**src/hw/rtl/rgbh_pkg.sv**
```systemverilog
// Shared types and constants for the RGB channel histogram.
package rgbh_pkg;

   localparam int MAX_LEVELS   = 16;
   localparam int COUNT_WIDTH  = 20;
   localparam int TOTAL_WIDTH  = COUNT_WIDTH + 2;
   localparam int NUM_CHANNELS = 3;
   localparam int STORE_DEPTH  = NUM_CHANNELS * MAX_LEVELS;
   localparam int BIN_WIDTH    = $clog2(MAX_LEVELS);
   localparam int LVL_WIDTH    = $clog2(MAX_LEVELS + 1);
   localparam int NUM_WIDTH    = COUNT_WIDTH + 16;
   localparam int DIV_STEPS    = NUM_WIDTH;
   localparam int STEP_WIDTH   = $clog2(DIV_STEPS + 1);

   localparam logic [0:0] REQ_PIXEL = 1'b0;
   localparam logic [0:0] REQ_FRAME = 1'b1;

   localparam logic [0:0] REG_NUM_LEVELS    = 1'b0;
   localparam logic [0:0] REG_MAX_INTENSITY = 1'b1;

   typedef struct packed {
      logic [0:0] req_type;
      logic [7:0] red;
      logic [7:0] green;
      logic [7:0] blue;
   } req_type_type;

   typedef struct packed {
      logic [5:0]  bin_index;
      logic [19:0] bin_count;
      logic [15:0] bin_fraction;
      logic        last_bin;
   } rsp_type;

   // Controller to datapath.
   typedef struct packed {
      logic accum;
      logic load_bin;
      logic div_start;
      logic div_step;
      logic emit;
      logic clear_step;
      logic clear_done;
   } cmd_type;

   // Datapath to controller.
   typedef struct packed {
      logic div_done;
      logic walk_last;
      logic clear_last;
   } stat_type;

endpackage

```
**src/hw/rtl/rgb_channel_histogram_top.sv**
```systemverilog
// A pixel request is absorbed at its accepting edge and busy stays low; while busy is low, one
// pixel a cycle is taken. An end-of-frame request walks 3*L bins, each with a load, a 36-step
// divide and an emit; a clear sweep over every bin slot follows, and busy stays high until it
// ends. The receiver cannot stall; each result is on rsp_ for one cycle with rsp_valid high.
// Reset (synchronous) runs the same clear sweep with busy high; registers return to 16 levels
// and intensity 255.
module rgb_channel_histogram_top
   import rgbh_pkg::*;
(
   input  logic         clock,
   input  logic         reset,
   input  logic         start,
   output logic         busy,
   input  req_type_type req_data,
   output logic         rsp_valid,
   output rsp_type      rsp_data,
   input  logic         psel,
   input  logic         penable,
   input  logic         pwrite,
   input  logic [2:2]   paddr,
   input  logic [31:0]  pwdata,
   output logic [31:0]  prdata,
   output logic         pready
);

   logic [4:0] num_levels_ff;
   logic [7:0] max_int_ff;
   cmd_type    cmd;
   stat_type   stat;

   assign pready = 1'b1;

   always_ff @(posedge clock) begin
      if (reset) begin
         num_levels_ff <= 5'd16;
         max_int_ff    <= 8'd255;
      end else if (psel && penable && pwrite && pready) begin
         unique case (paddr[2])
            REG_NUM_LEVELS:    num_levels_ff <= pwdata[4:0];
            REG_MAX_INTENSITY: max_int_ff    <= pwdata[7:0];
            default: ;
         endcase
      end
   end

   always_comb begin
      unique case (paddr[2])
         REG_NUM_LEVELS:    prdata = {27'd0, num_levels_ff};
         REG_MAX_INTENSITY: prdata = {24'd0, max_int_ff};
         default:           prdata = '0;
      endcase
   end

   rgbh_ctrl u_ctrl (
      .clock     (clock),
      .reset     (reset),
      .start     (start),
      .req_frame (req_data.req_type == REQ_FRAME),
      .stat      (stat),
      .busy      (busy),
      .cmd       (cmd)
   );

   rgbh_dp u_dp (
      .clock      (clock),
      .reset      (reset),
      .cmd        (cmd),
      .req        (req_data),
      .num_levels (num_levels_ff),
      .peak_level (max_int_ff),
      .stat       (stat),
      .rsp_valid  (rsp_valid),
      .rsp        (rsp_data)
   );

endmodule

```
**src/hw/rtl/rgbh_ctrl.sv**
```systemverilog
// Controller state machine: accumulate, emit walk with division, clear sweep.
module rgbh_ctrl
   import rgbh_pkg::*;
(
   input  logic     clock,
   input  logic     reset,
   input  logic     start,
   input  logic     req_frame,
   input  stat_type stat,
   output logic     busy,
   output cmd_type  cmd
);

   localparam logic [2:0] ST_IDLE  = 3'd0;
   localparam logic [2:0] ST_LOAD  = 3'd1;
   localparam logic [2:0] ST_DIV   = 3'd2;
   localparam logic [2:0] ST_EMIT  = 3'd3;
   localparam logic [2:0] ST_CLEAR = 3'd4;

   logic [2:0] state_ff, state_in;

   always_ff @(posedge clock) begin
      if (reset) begin
         state_ff <= ST_CLEAR;
      end else begin
         state_ff <= state_in;
      end
   end

   always_comb begin
      state_in = state_ff;
      cmd      = '0;
      busy     = 1'b1;
      unique case (state_ff)
         ST_IDLE: begin
            busy = 1'b0;
            if (start) begin
               if (req_frame) begin
                  state_in = ST_LOAD;
               end else begin
                  cmd.accum = 1'b1;
               end
            end
         end
         ST_LOAD: begin
            cmd.load_bin = 1'b1;
            state_in     = ST_DIV;
         end
         ST_DIV: begin
            if (stat.div_done) begin
               state_in = ST_EMIT;
            end else begin
               cmd.div_step = 1'b1;
            end
         end
         ST_EMIT: begin
            cmd.emit = 1'b1;
            if (stat.walk_last) begin
               state_in = ST_CLEAR;
            end else begin
               state_in = ST_LOAD;
            end
         end
         ST_CLEAR: begin
            cmd.clear_step = 1'b1;
            if (stat.clear_last) begin
               cmd.clear_done = 1'b1;
               state_in       = ST_IDLE;
            end
         end
         default: begin
            state_in = ST_CLEAR;
         end
      endcase
      cmd.div_start = cmd.load_bin;
   end

endmodule

```
**src/hw/rtl/rgbh_dp.sv**
```systemverilog
// Datapath: per-channel bin counters, binning, total, restoring divider and result register.
module rgbh_dp
   import rgbh_pkg::*;
(
   input  logic         clock,
   input  logic         reset,
   input  cmd_type      cmd,
   input  req_type_type req,
   input  logic [4:0]   num_levels,
   input  logic [7:0]   peak_level,
   output stat_type     stat,
   output logic         rsp_valid,
   output rsp_type      rsp
);

   logic [COUNT_WIDTH-1:0] red_ff   [MAX_LEVELS];
   logic [COUNT_WIDTH-1:0] green_ff [MAX_LEVELS];
   logic [COUNT_WIDTH-1:0] blue_ff  [MAX_LEVELS];
   logic [TOTAL_WIDTH-1:0] total_ff;
   logic [BIN_WIDTH-1:0]   clr_ff;
   logic [1:0]             ch_ff;
   logic [BIN_WIDTH-1:0]   bin_ff;
   logic [COUNT_WIDTH-1:0] cnt_ff;
   logic [NUM_WIDTH-1:0]   quo_ff;
   logic [TOTAL_WIDTH:0]   rem_ff;
   logic [STEP_WIDTH-1:0]  step_ff;
   logic                   rsp_valid_ff;
   rsp_type                rsp_ff;

   logic [LVL_WIDTH-1:0] levels;
   logic [7:0]           m_eff;
   logic [5:0]           flat;
   logic                 top_bin;

   always_comb begin
      if (num_levels < 5'd2) begin
         levels = LVL_WIDTH'(2);
      end else if (num_levels > 5'(MAX_LEVELS)) begin
         levels = LVL_WIDTH'(MAX_LEVELS);
      end else begin
         levels = LVL_WIDTH'(num_levels);
      end
      m_eff = (peak_level == 8'd0) ? 8'd1 : peak_level;
   end

   // Bin is the highest b below lv with b*m <= v*(lv-1); this also saturates at lv-1.
   function automatic logic [BIN_WIDTH-1:0] bin_of(
      input logic [7:0] v, input logic [LVL_WIDTH-1:0] lv, input logic [7:0] m);
      logic [12:0]          prod;
      logic [BIN_WIDTH-1:0] q;
      begin
         prod = 13'(v) * 13'(lv - LVL_WIDTH'(1));
         q    = '0;
         for (int b = 1; b < MAX_LEVELS; b++) begin
            if (LVL_WIDTH'(b) < lv && 13'(b) * 13'(m) <= prod) begin
               q = BIN_WIDTH'(b);
            end
         end
         bin_of = q;
      end
   endfunction

   logic [BIN_WIDTH-1:0] b_r, b_g, b_b;
   logic                 black;
   logic                 count_en;

   assign b_r      = bin_of(req.red, levels, m_eff);
   assign b_g      = bin_of(req.green, levels, m_eff);
   assign b_b      = bin_of(req.blue, levels, m_eff);
   assign black    = (req.red == 8'd0) && (req.green == 8'd0) && (req.blue == 8'd0);
   assign count_en = cmd.accum && !black;

   localparam logic [COUNT_WIDTH-1:0] CNT_MAX = '1;
   localparam logic [TOTAL_WIDTH-1:0] TOT_MAX = '1;

   // Each channel bank takes one write a cycle: a clear sweep slot or its counted bin.
   always_ff @(posedge clock) begin
      if (cmd.clear_step) begin
         red_ff[clr_ff]   <= '0;
         green_ff[clr_ff] <= '0;
         blue_ff[clr_ff]  <= '0;
      end else if (count_en) begin
         if (red_ff[b_r] != CNT_MAX) begin
            red_ff[b_r] <= red_ff[b_r] + COUNT_WIDTH'(1);
         end
         if (green_ff[b_g] != CNT_MAX) begin
            green_ff[b_g] <= green_ff[b_g] + COUNT_WIDTH'(1);
         end
         if (blue_ff[b_b] != CNT_MAX) begin
            blue_ff[b_b] <= blue_ff[b_b] + COUNT_WIDTH'(1);
         end
      end
   end

   logic [TOTAL_WIDTH:0] tot_sum;
   assign tot_sum = {1'b0, total_ff} + (TOTAL_WIDTH + 1)'(3);

   always_ff @(posedge clock) begin
      if (reset) begin
         total_ff <= '0;
         clr_ff   <= '0;
      end else begin
         if (cmd.clear_done) begin
            total_ff <= '0;
         end else if (count_en) begin
            total_ff <= tot_sum[TOTAL_WIDTH] ? TOT_MAX : tot_sum[TOTAL_WIDTH-1:0];
         end
         if (cmd.clear_step) begin
            clr_ff <= cmd.clear_done ? '0 : clr_ff + BIN_WIDTH'(1);
         end
      end
   end

   assign stat.clear_last = (clr_ff == BIN_WIDTH'(MAX_LEVELS - 1));

   // Walk position over channel and bin.
   assign top_bin        = (LVL_WIDTH'(bin_ff) == levels - LVL_WIDTH'(1));
   assign stat.walk_last = top_bin && (ch_ff == 2'd2);
   assign flat           = 6'(6'(ch_ff) * 6'(levels) + 6'(bin_ff));

   always_ff @(posedge clock) begin
      if (reset) begin
         ch_ff  <= '0;
         bin_ff <= '0;
      end else if (cmd.emit) begin
         if (stat.walk_last) begin
            ch_ff  <= '0;
            bin_ff <= '0;
         end else if (top_bin) begin
            ch_ff  <= ch_ff + 2'd1;
            bin_ff <= '0;
         end else begin
            bin_ff <= bin_ff + BIN_WIDTH'(1);
         end
      end
   end

   logic [COUNT_WIDTH-1:0] rd_count;
   always_comb begin
      unique case (ch_ff)
         2'd0:    rd_count = red_ff[bin_ff];
         2'd1:    rd_count = green_ff[bin_ff];
         default: rd_count = blue_ff[bin_ff];
      endcase
   end

   // Restoring divide of count*65536 by total, one quotient bit a cycle.
   logic [TOTAL_WIDTH:0] rem_try;
   logic [TOTAL_WIDTH:0] rem_sh;
   assign rem_sh   = {rem_ff[TOTAL_WIDTH-1:0], quo_ff[NUM_WIDTH-1]};
   assign rem_try  = rem_sh - {1'b0, total_ff};
   assign stat.div_done = (step_ff == STEP_WIDTH'(DIV_STEPS));

   always_ff @(posedge clock) begin
      if (reset) begin
         step_ff <= '0;
      end else if (cmd.div_start) begin
         step_ff <= '0;
      end else if (cmd.div_step) begin
         step_ff <= step_ff + STEP_WIDTH'(1);
      end
   end

   always_ff @(posedge clock) begin
      if (cmd.div_start) begin
         cnt_ff <= rd_count;
         quo_ff <= {rd_count, 16'd0};
         rem_ff <= '0;
      end else if (cmd.div_step) begin
         if (!rem_try[TOTAL_WIDTH]) begin
            rem_ff <= rem_try;
            quo_ff <= {quo_ff[NUM_WIDTH-2:0], 1'b1};
         end else begin
            rem_ff <= rem_sh;
            quo_ff <= {quo_ff[NUM_WIDTH-2:0], 1'b0};
         end
      end
   end

   logic [15:0] frac;
   always_comb begin
      if (total_ff == '0) begin
         frac = 16'd0;
      end else if (quo_ff[NUM_WIDTH-1:16] != '0) begin
         frac = 16'hFFFF;
      end else begin
         frac = quo_ff[15:0];
      end
   end

   always_ff @(posedge clock) begin
      if (reset) begin
         rsp_valid_ff <= 1'b0;
      end else begin
         rsp_valid_ff <= cmd.emit;
      end
      if (cmd.emit) begin
         rsp_ff.bin_index    <= flat;
         rsp_ff.bin_count    <= 20'(cnt_ff);
         rsp_ff.bin_fraction <= frac;
         rsp_ff.last_bin     <= stat.walk_last;
      end
   end

   assign rsp_valid = rsp_valid_ff;
   assign rsp       = rsp_ff;

endmodule
```
**config.mk**
```make
export PLATFORM = sky130hd
export DESIGN_NAME = rgb_channel_histogram_top
export DESIGN_NICKNAME = d
export VERILOG_FILES = /design/src/hw/rtl/rgbh_pkg.sv /design/src/hw/rtl/rgb_channel_histogram_top.sv /design/src/hw/rtl/rgbh_ctrl.sv /design/src/hw/rtl/rgbh_dp.sv
export SDC_FILE = /design/constraint.sdc
export NUM_CORES = 2
export LEC_CHECK = 0
export BUFFER_PORTS_ARGS = -buffer_cell sky130_fd_sc_hd__buf_2
export CAP_MARGIN = 5
export CORE_MARGIN = 8
export CORE_UTILIZATION = 40
export DETAILED_ROUTE_END_ITERATION = 6
export PLACE_DENSITY = 0.61
export SYNTH_ARGS = -nofsm -noshare
export SYNTH_HDL_FRONTEND = slang
export SYNTH_HIERARCHICAL = 1
export SYNTH_SLANG_ARGS = --single-unit
export TNS_END_PERCENT = 50
```
**constraint.sdc**
```tcl
create_clock -name clock -period 21.4 [get_ports clock]
set_clock_uncertainty 0.05 [all_clocks]
set_input_delay 3.21 -clock clock [delete_from_list [all_inputs] [get_ports clock]]
set_output_delay 3.21 -clock clock [all_outputs]
set_load 0.05 [all_outputs]
```
After elaboration in Yosys (flattened, before gate mapping)
Memories as Yosys holds them, arrays and structs flattened. A register that Yosys moved wholly into a read port is not among the register bits.
Cells that the tools add are included.
- $add $sub $neg: 12
- multiply operators: 15
- divide/modulo/power cells: 0
- order comparisons: 62
- eq/ne operators: 16
- shift-type cells: 0
- mux-type cells: 106
- bitwise gates (word level): 1
- reductions and logical operators: 71
- operators with widths (operator ; number):
    12-bit by 13-bit less-or-equal comparator with 1-bit output ; 21
    11-bit by 13-bit less-or-equal comparator with 1-bit output ; 12
    4-bit two-way mux ; 36
    10-bit by 13-bit less-or-equal comparator with 1-bit output ; 6
    36-bit two-way mux ; 2
    32-bit one-hot mux with 2 select lines ; 1
    20-bit by 1-bit adder with 20-bit output, second input constant ; 3
    20-bit two-way mux ; 3
    20-bit != test, second input constant ; 3
    20-bit OR reduction ; 3
    1-bit logical AND ; 51
    3-bit two-way mux ; 17
    4-bit by 8-bit multiplier with 12-bit output, first input constant ; 4
    3-bit by 8-bit multiplier with 11-bit output, first input constant ; 4
    22-bit two-way mux ; 2
    4-bit by 5-bit < comparator with 1-bit output, first input constant ; 8
    20-bit one-hot mux with 2 select lines ; 1
    8-bit by 13-bit less-or-equal comparator with 1-bit output ; 3
    9-bit by 13-bit less-or-equal comparator with 1-bit output ; 3
    8-bit logical NOT ; 4
    2-bit by 8-bit multiplier with 10-bit output, first input constant ; 3
    1-bit two-way mux ; 30
    8-bit by 13-bit multiplier with 13-bit output ; 2
    22-bit by 2-bit adder with 23-bit output, second input constant ; 1
    other kinds (38) ; 60
- bits in registers: 176
- latch bits: 0
- bits in writable memories: 960
- bits in read-only memories: 0
- input bits: 64
- word-level logic and storage cells: 303
- memories: 3
- memories (memory ; depth ; bits a word ; read ports ; clocked after memory_dff ; write ports ; line ; RTL):
    u_dp.blue_ff ; 16 ; 20 ; 2 ; 1 ; 1 ; rgbh_dp.sv:18 ; logic [COUNT_WIDTH-1:0] blue_ff [MAX_LEVELS];
    u_dp.green_ff ; 16 ; 20 ; 2 ; 1 ; 1 ; rgbh_dp.sv:17 ; logic [COUNT_WIDTH-1:0] green_ff [MAX_LEVELS];
    u_dp.red_ff ; 16 ; 20 ; 2 ; 1 ; 1 ; rgbh_dp.sv:16 ; logic [COUNT_WIDTH-1:0] red_ff [MAX_LEVELS];

Depth between registers and ports, before layout
An unclocked memory read counts as a cell.
- depth in word-level cells: 30
- depth in mapped cells: 50
- depth with buffers taken out: 41

Hierarchy
Netlist, hierarchy kept.
- modules (own cells, without submodules) (module ; instances ; cells an instance ; area each (um^2) ; seq. area each (um^2)):
    rgbh_dp ; 1 ; 6011 ; 74365.1 ; 32941.6
    rgb_channel_histogram_top ; 1 ; 93 ; 839.6 ; 260.2
    rgbh_ctrl ; 1 ; 26 ; 237.7 ; 60.1

Worst setup path after synthesis
No wires, ideal clock.
- kind: input-to-reg
- start: input req_data[3] in the netlist's numbering
- end: memory u_dp.blue_ff[12][0], enable pin
- setup time: 0.428 ns
- arrival time: 13.169 ns
- setup slack: 7.753 ns
- cell stages on the path: 36
- path buffers: 3
- path through: and2_1 -> fa_1 -> inv_1 -> fa_1 -> inv_1 -> fa_1 -> inv_1 -> fa_1 -> inv_1 -> fa_1 -> a21o_1 -> a22oi_1 -> nor2b_1 -> xor2_1 -> ha_1 -> a2111oi_0 -> o21ai_0 -> a221o_1 -> a31oi_1 -> o41ai_2 -> a32o_1 -> or3b_1 -> o21bai_1 -> nand2_1 -> buf_4 -> buf_2 -> buf_4 -> mux2i_1 -> a221o_1 -> ha_1 -> nand2_1 -> o22ai_1 -> nand4_1 -> nor4_4 -> nor3b_2 -> o31ai_1
- longest elaborated chain between the ends: 26
- elaborated cells on any way between the ends: 59
- ends and longest elaborated chain (element ; line ; RTL):
    from (decl) ; rgb_channel_histogram_top.sv:14 ; input req_type_type req_data,
    8-bit by 13-bit multiplier with 13-bit output ; rgbh_dp.sv:52 ; prod = 13'(v) * 13'(lv - LVL_WIDTH'(1));
    8-bit by 13-bit less-or-equal comparator with 1-bit output ; rgbh_dp.sv:55 ; if (LVL_WIDTH'(b) < lv && 13'(b) * 13'(m) <= prod) begin
    1-bit logical AND ; rgbh_dp.sv:55 ;
    1-bit two-way mux ; rgbh_dp.sv:55 ;
    2-bit two-way mux (2 in a row) ; rgbh_dp.sv:55 ;
    3-bit two-way mux (4 in a row) ; rgbh_dp.sv:55 ;
    4-bit two-way mux (8 in a row) ; rgbh_dp.sv:55 ;
    memory 16 x 20 bit ; n/a ;
    20-bit != test ; rgbh_dp.sv:89 ; if (blue_ff[b_b] != CNT_MAX) begin
    1-bit two-way mux ; rgbh_dp.sv:89 ;
    1-bit two-way mux ; rgbh_dp.sv:82 ; end else if (count_en) begin
    1-bit two-way mux ; rgbh_dp.sv:78 ; if (cmd.clear_step) begin
    1-bit two-way mux (implied by the code) ; rgbh_dp.sv:90 ; blue_ff[b_b] <= blue_ff[b_b] + COUNT_WIDTH'(1);
    20-bit OR reduction (no line) ; n/a ;
    4-bit two-way mux (no line) / 1-bit two-way mux (equally long branches) ; n/a ;
    to (decl) ; rgbh_dp.sv:18 ;
Parallel ways exist; a longest one is shown, timed or not.

Worst setup path after layout
- start: register num_levels_ff[4]
- end: memory u_dp.green_ff[14][17], enable pin
- longest elaborated chain between the ends: 30
- elaborated cells on any way between the ends: 75
- ends and longest elaborated chain (element ; line ; RTL):
    from (decl) ; rgb_channel_histogram_top.sv:26 ; logic [4:0] num_levels_ff;
    from (signal assigned) ; rgb_channel_histogram_top.sv:39 ; REG_NUM_LEVELS: num_levels_ff <= pwdata[4:0];
    5-bit greater-than comparator ; rgbh_dp.sv:38 ; end else if (num_levels > 5'(MAX_LEVELS)) begin
    5-bit two-way mux ; rgbh_dp.sv:38 ;
    5-bit two-way mux * ; rgbh_dp.sv:36 ; if (num_levels < 5'd2) begin
    5-bit by 1-bit subtractor with 6-bit output ; rgbh_dp.sv:52 ;
    8-bit by 13-bit multiplier with 13-bit output ; rgbh_dp.sv:52 ;
    8-bit by 13-bit less-or-equal comparator with 1-bit output ; rgbh_dp.sv:55 ;
    1-bit logical AND ; rgbh_dp.sv:55 ;
    1-bit two-way mux ; rgbh_dp.sv:55 ;
    [14 not listed] ; n/a ;
    memory 16 x 20 bit ; n/a ;
    20-bit != test ; rgbh_dp.sv:86 ; if (green_ff[b_g] != CNT_MAX) begin
    1-bit two-way mux ; rgbh_dp.sv:86 ;
    1-bit two-way mux ; rgbh_dp.sv:82 ;
    1-bit two-way mux ; rgbh_dp.sv:78 ;
    1-bit two-way mux (implied by the code) ; rgbh_dp.sv:87 ; green_ff[b_g] <= green_ff[b_g] + COUNT_WIDTH'(1);
    20-bit OR reduction (no line) ; n/a ;
    4-bit two-way mux (no line) / 1-bit two-way mux (equally long branches) ; n/a ;
    to (decl) ; rgbh_dp.sv:17 ;
Mark *: on every way between the ends. The rest lies on a longest branch, timed or not.

==> metrics.csv <==
metric,value,unit
status,"complete, but fails checks",
violations,"DRC, capacitance limit",
antenna_found_initial,5,
gp_congestion,0.942,
netlist_instances,6129,
max_slew_margin,1.12,%
drive_above_1_share,15.8,%
fin_util,44.5,%
cts.clk_slew.worst_paths,60,ps
slew_viol_final,0,
port_buffers,92,
tns,0,ps
nFillCells,16800,
drc,1,
cts_buffers,116,
min_period,15650,ps
grt_pass1_vias,54700,
worst_pin_slew,1450,ps
whs,363,ps
rsz0062_at_grt,no,
hold_path.class,reg2reg,
routedWlPerCell,27.0,um
met1_usage,29.5,%
path_class,reg2reg,
cts_buffer_depth,3,
critical_path_required,21780,ps
grt_pass1_wl,354,mm
antenna_left,0,
hold_viol_final,0,
endpoint_kind,flop,
ioPinCount,142,
routed_wirelength,239,mm
whs_endpoint,u_dp/rsp[36]$_DFFE_PP_,
reg2reg_to,u_dp/green_ff[14][17]$_DFFE_PP_,
cts_tree,built,
post-cts-setup-buffers,0,
avgSynthCellArea,12.3,um^2
grt.overflow.total,0,
start_kind,flop,
critPathMostFrequentCell,buf_4,
dieArea,203000,um^2
fp.coreArea,188000,um^2
ctsResizeCount,0,
die_x,450,um
cp.arrival,16030,ps
placementRows,159,
first_pass_iters,7,
holdPathStages,0,
use_met2,36.6,%
grt_max_degree,144,
vias_per_cell,6.19,
holdBufCountCts,0,
vias,54900,
clock-root-buffer,clkbuf_16,
worstPathMaxFanout,58,
insertion_delay,780,ps
die_h,450,um
dp_hpwl,160,mm
drv_cap,1,
max_freq,63.9,MHz
nets,7034,
reg2regPathDepth,41,
track_usage,22.8,%
min-delay-start,u_dp/cnt_ff[19]$_DFFE_PP_,
setup_violations,0,
ys_warn_count,6,
crit_path_top_delay_cell,buf_4,
grtUsageMet3,4.17,%
clkSinkCount,1140,
floorplan.initialDensity,40.2,%
finalCritPeriodShare,73.1,%
slowest_delay,890,ps
syn-cell-area,75400,um^2
h-tree-depth,3,
r2r_slack,5750,ps
drt_iter0_markers,5456,
r2r-start,num_levels_ff[4]$_SDFFE_PP1P_,
busiest_layer,met2,
area_delta_synth_final,10.7,%
## per-layer routing
layer / routed length, um / up-vias
met1: 94600 / 27500
li1: - / 24100
met3: 21400 / 622
met5: 13 / -
met2: 110000 / 2693
met4: 13600 / 2
## cells in the final DEF, fill, tap and decap left out, drive strengths merged, types with 56 or more instances in the layout
cell    count
nand3     186
mux4      319
buf       270
nand2     342
inv       328
mux2       56
nor2      319
ha        568
edfxtp   1043
a21oi     259
a211oi     81
clkbuf    142
a21o       85
conb       73
nand4      99
nor3      102
xnor2     122
fa        136
o21ai     220
dfxtp      97
and2       93
mux2i     384
## final cells by class
class                   instances  area [um^2]  share of cell area (%)
multi-input cells            4414        40200                    48.1
flip-flops and latches       1140        33300                    39.9
well taps                    2495         3120                    3.74
clock buffers                 142         3030                    3.63
repair buffers                270         1820                    2.18
inverters                     324         1220                    1.46
clock inverters                76          837                    1.00
diodes                          3         7.51                 0.00899
## through the flow
stage | instance area, um^2 | setup slack (ps) | instances
2_1_floorplan | 75700 | 7750 | 6198
4_1_cts | 83500 | 6100 | 8861
5_1_grt | 83500 | 5200 | 8863
3_3_place_gp | 79600 | 5650 | 8643
3_5_place_dp | 79600 | 5460 | 8643
6_report | 83500 | 5750 | 8864
## how the worst max path moves through the flow
stage	to	slack, ps	startpoint	cells past startpoint
3_5_place_dp	u_dp/green_ff[14][11]$_DFFE_PP_	5460	req_data[15]	36
6_report	u_dp/green_ff[14][17]$_DFFE_PP_	5750	num_levels_ff[4]$_SDFFE_PP1P_	41
4_1_cts	u_dp/green_ff[14][10]$_DFFE_PP_	6100	num_levels_ff[4]$_SDFFE_PP1P_	41
2_1_floorplan	u_dp/blue_ff[12][0]$_DFFE_PP_	7750	req_data[3]	36
3_3_place_gp	u_dp/green_ff[15][11]$_DFFE_PP_	5650	req_data[15]	36
5_1_grt	u_dp/blue_ff[0][6]$_DFFE_PP_	5200	num_levels_ff[4]$_SDFFE_PP1P_	44
## state kept, by name (all words and copies together) (netlist names), 8 cells and up, named ones only
name           cells
u_dp/total_ff     22
u_dp/quo_ff       36
u_dp/red_ff      320
max_int_ff         8
u_dp/rsp          43
u_dp/rem_ff       22
u_dp/green_ff    320
u_dp/cnt_ff       20
u_dp/blue_ff     320
## critical path: cells and delay by family (launching register included)
family	cells	cell delay (ps)
AOI/OAI and AO/OA	13	3970
xor gates and xnor gates	2	690
adders and majority gates	7	3340
buffers and inverters	11	3520
DFF	1	300
muxes	1	420
and+or+nand+nor	7	2850
Power is left out: the tool's default activity adds up to more than one toggle a clock period on the data nets, which glitch-free logic cannot reach.
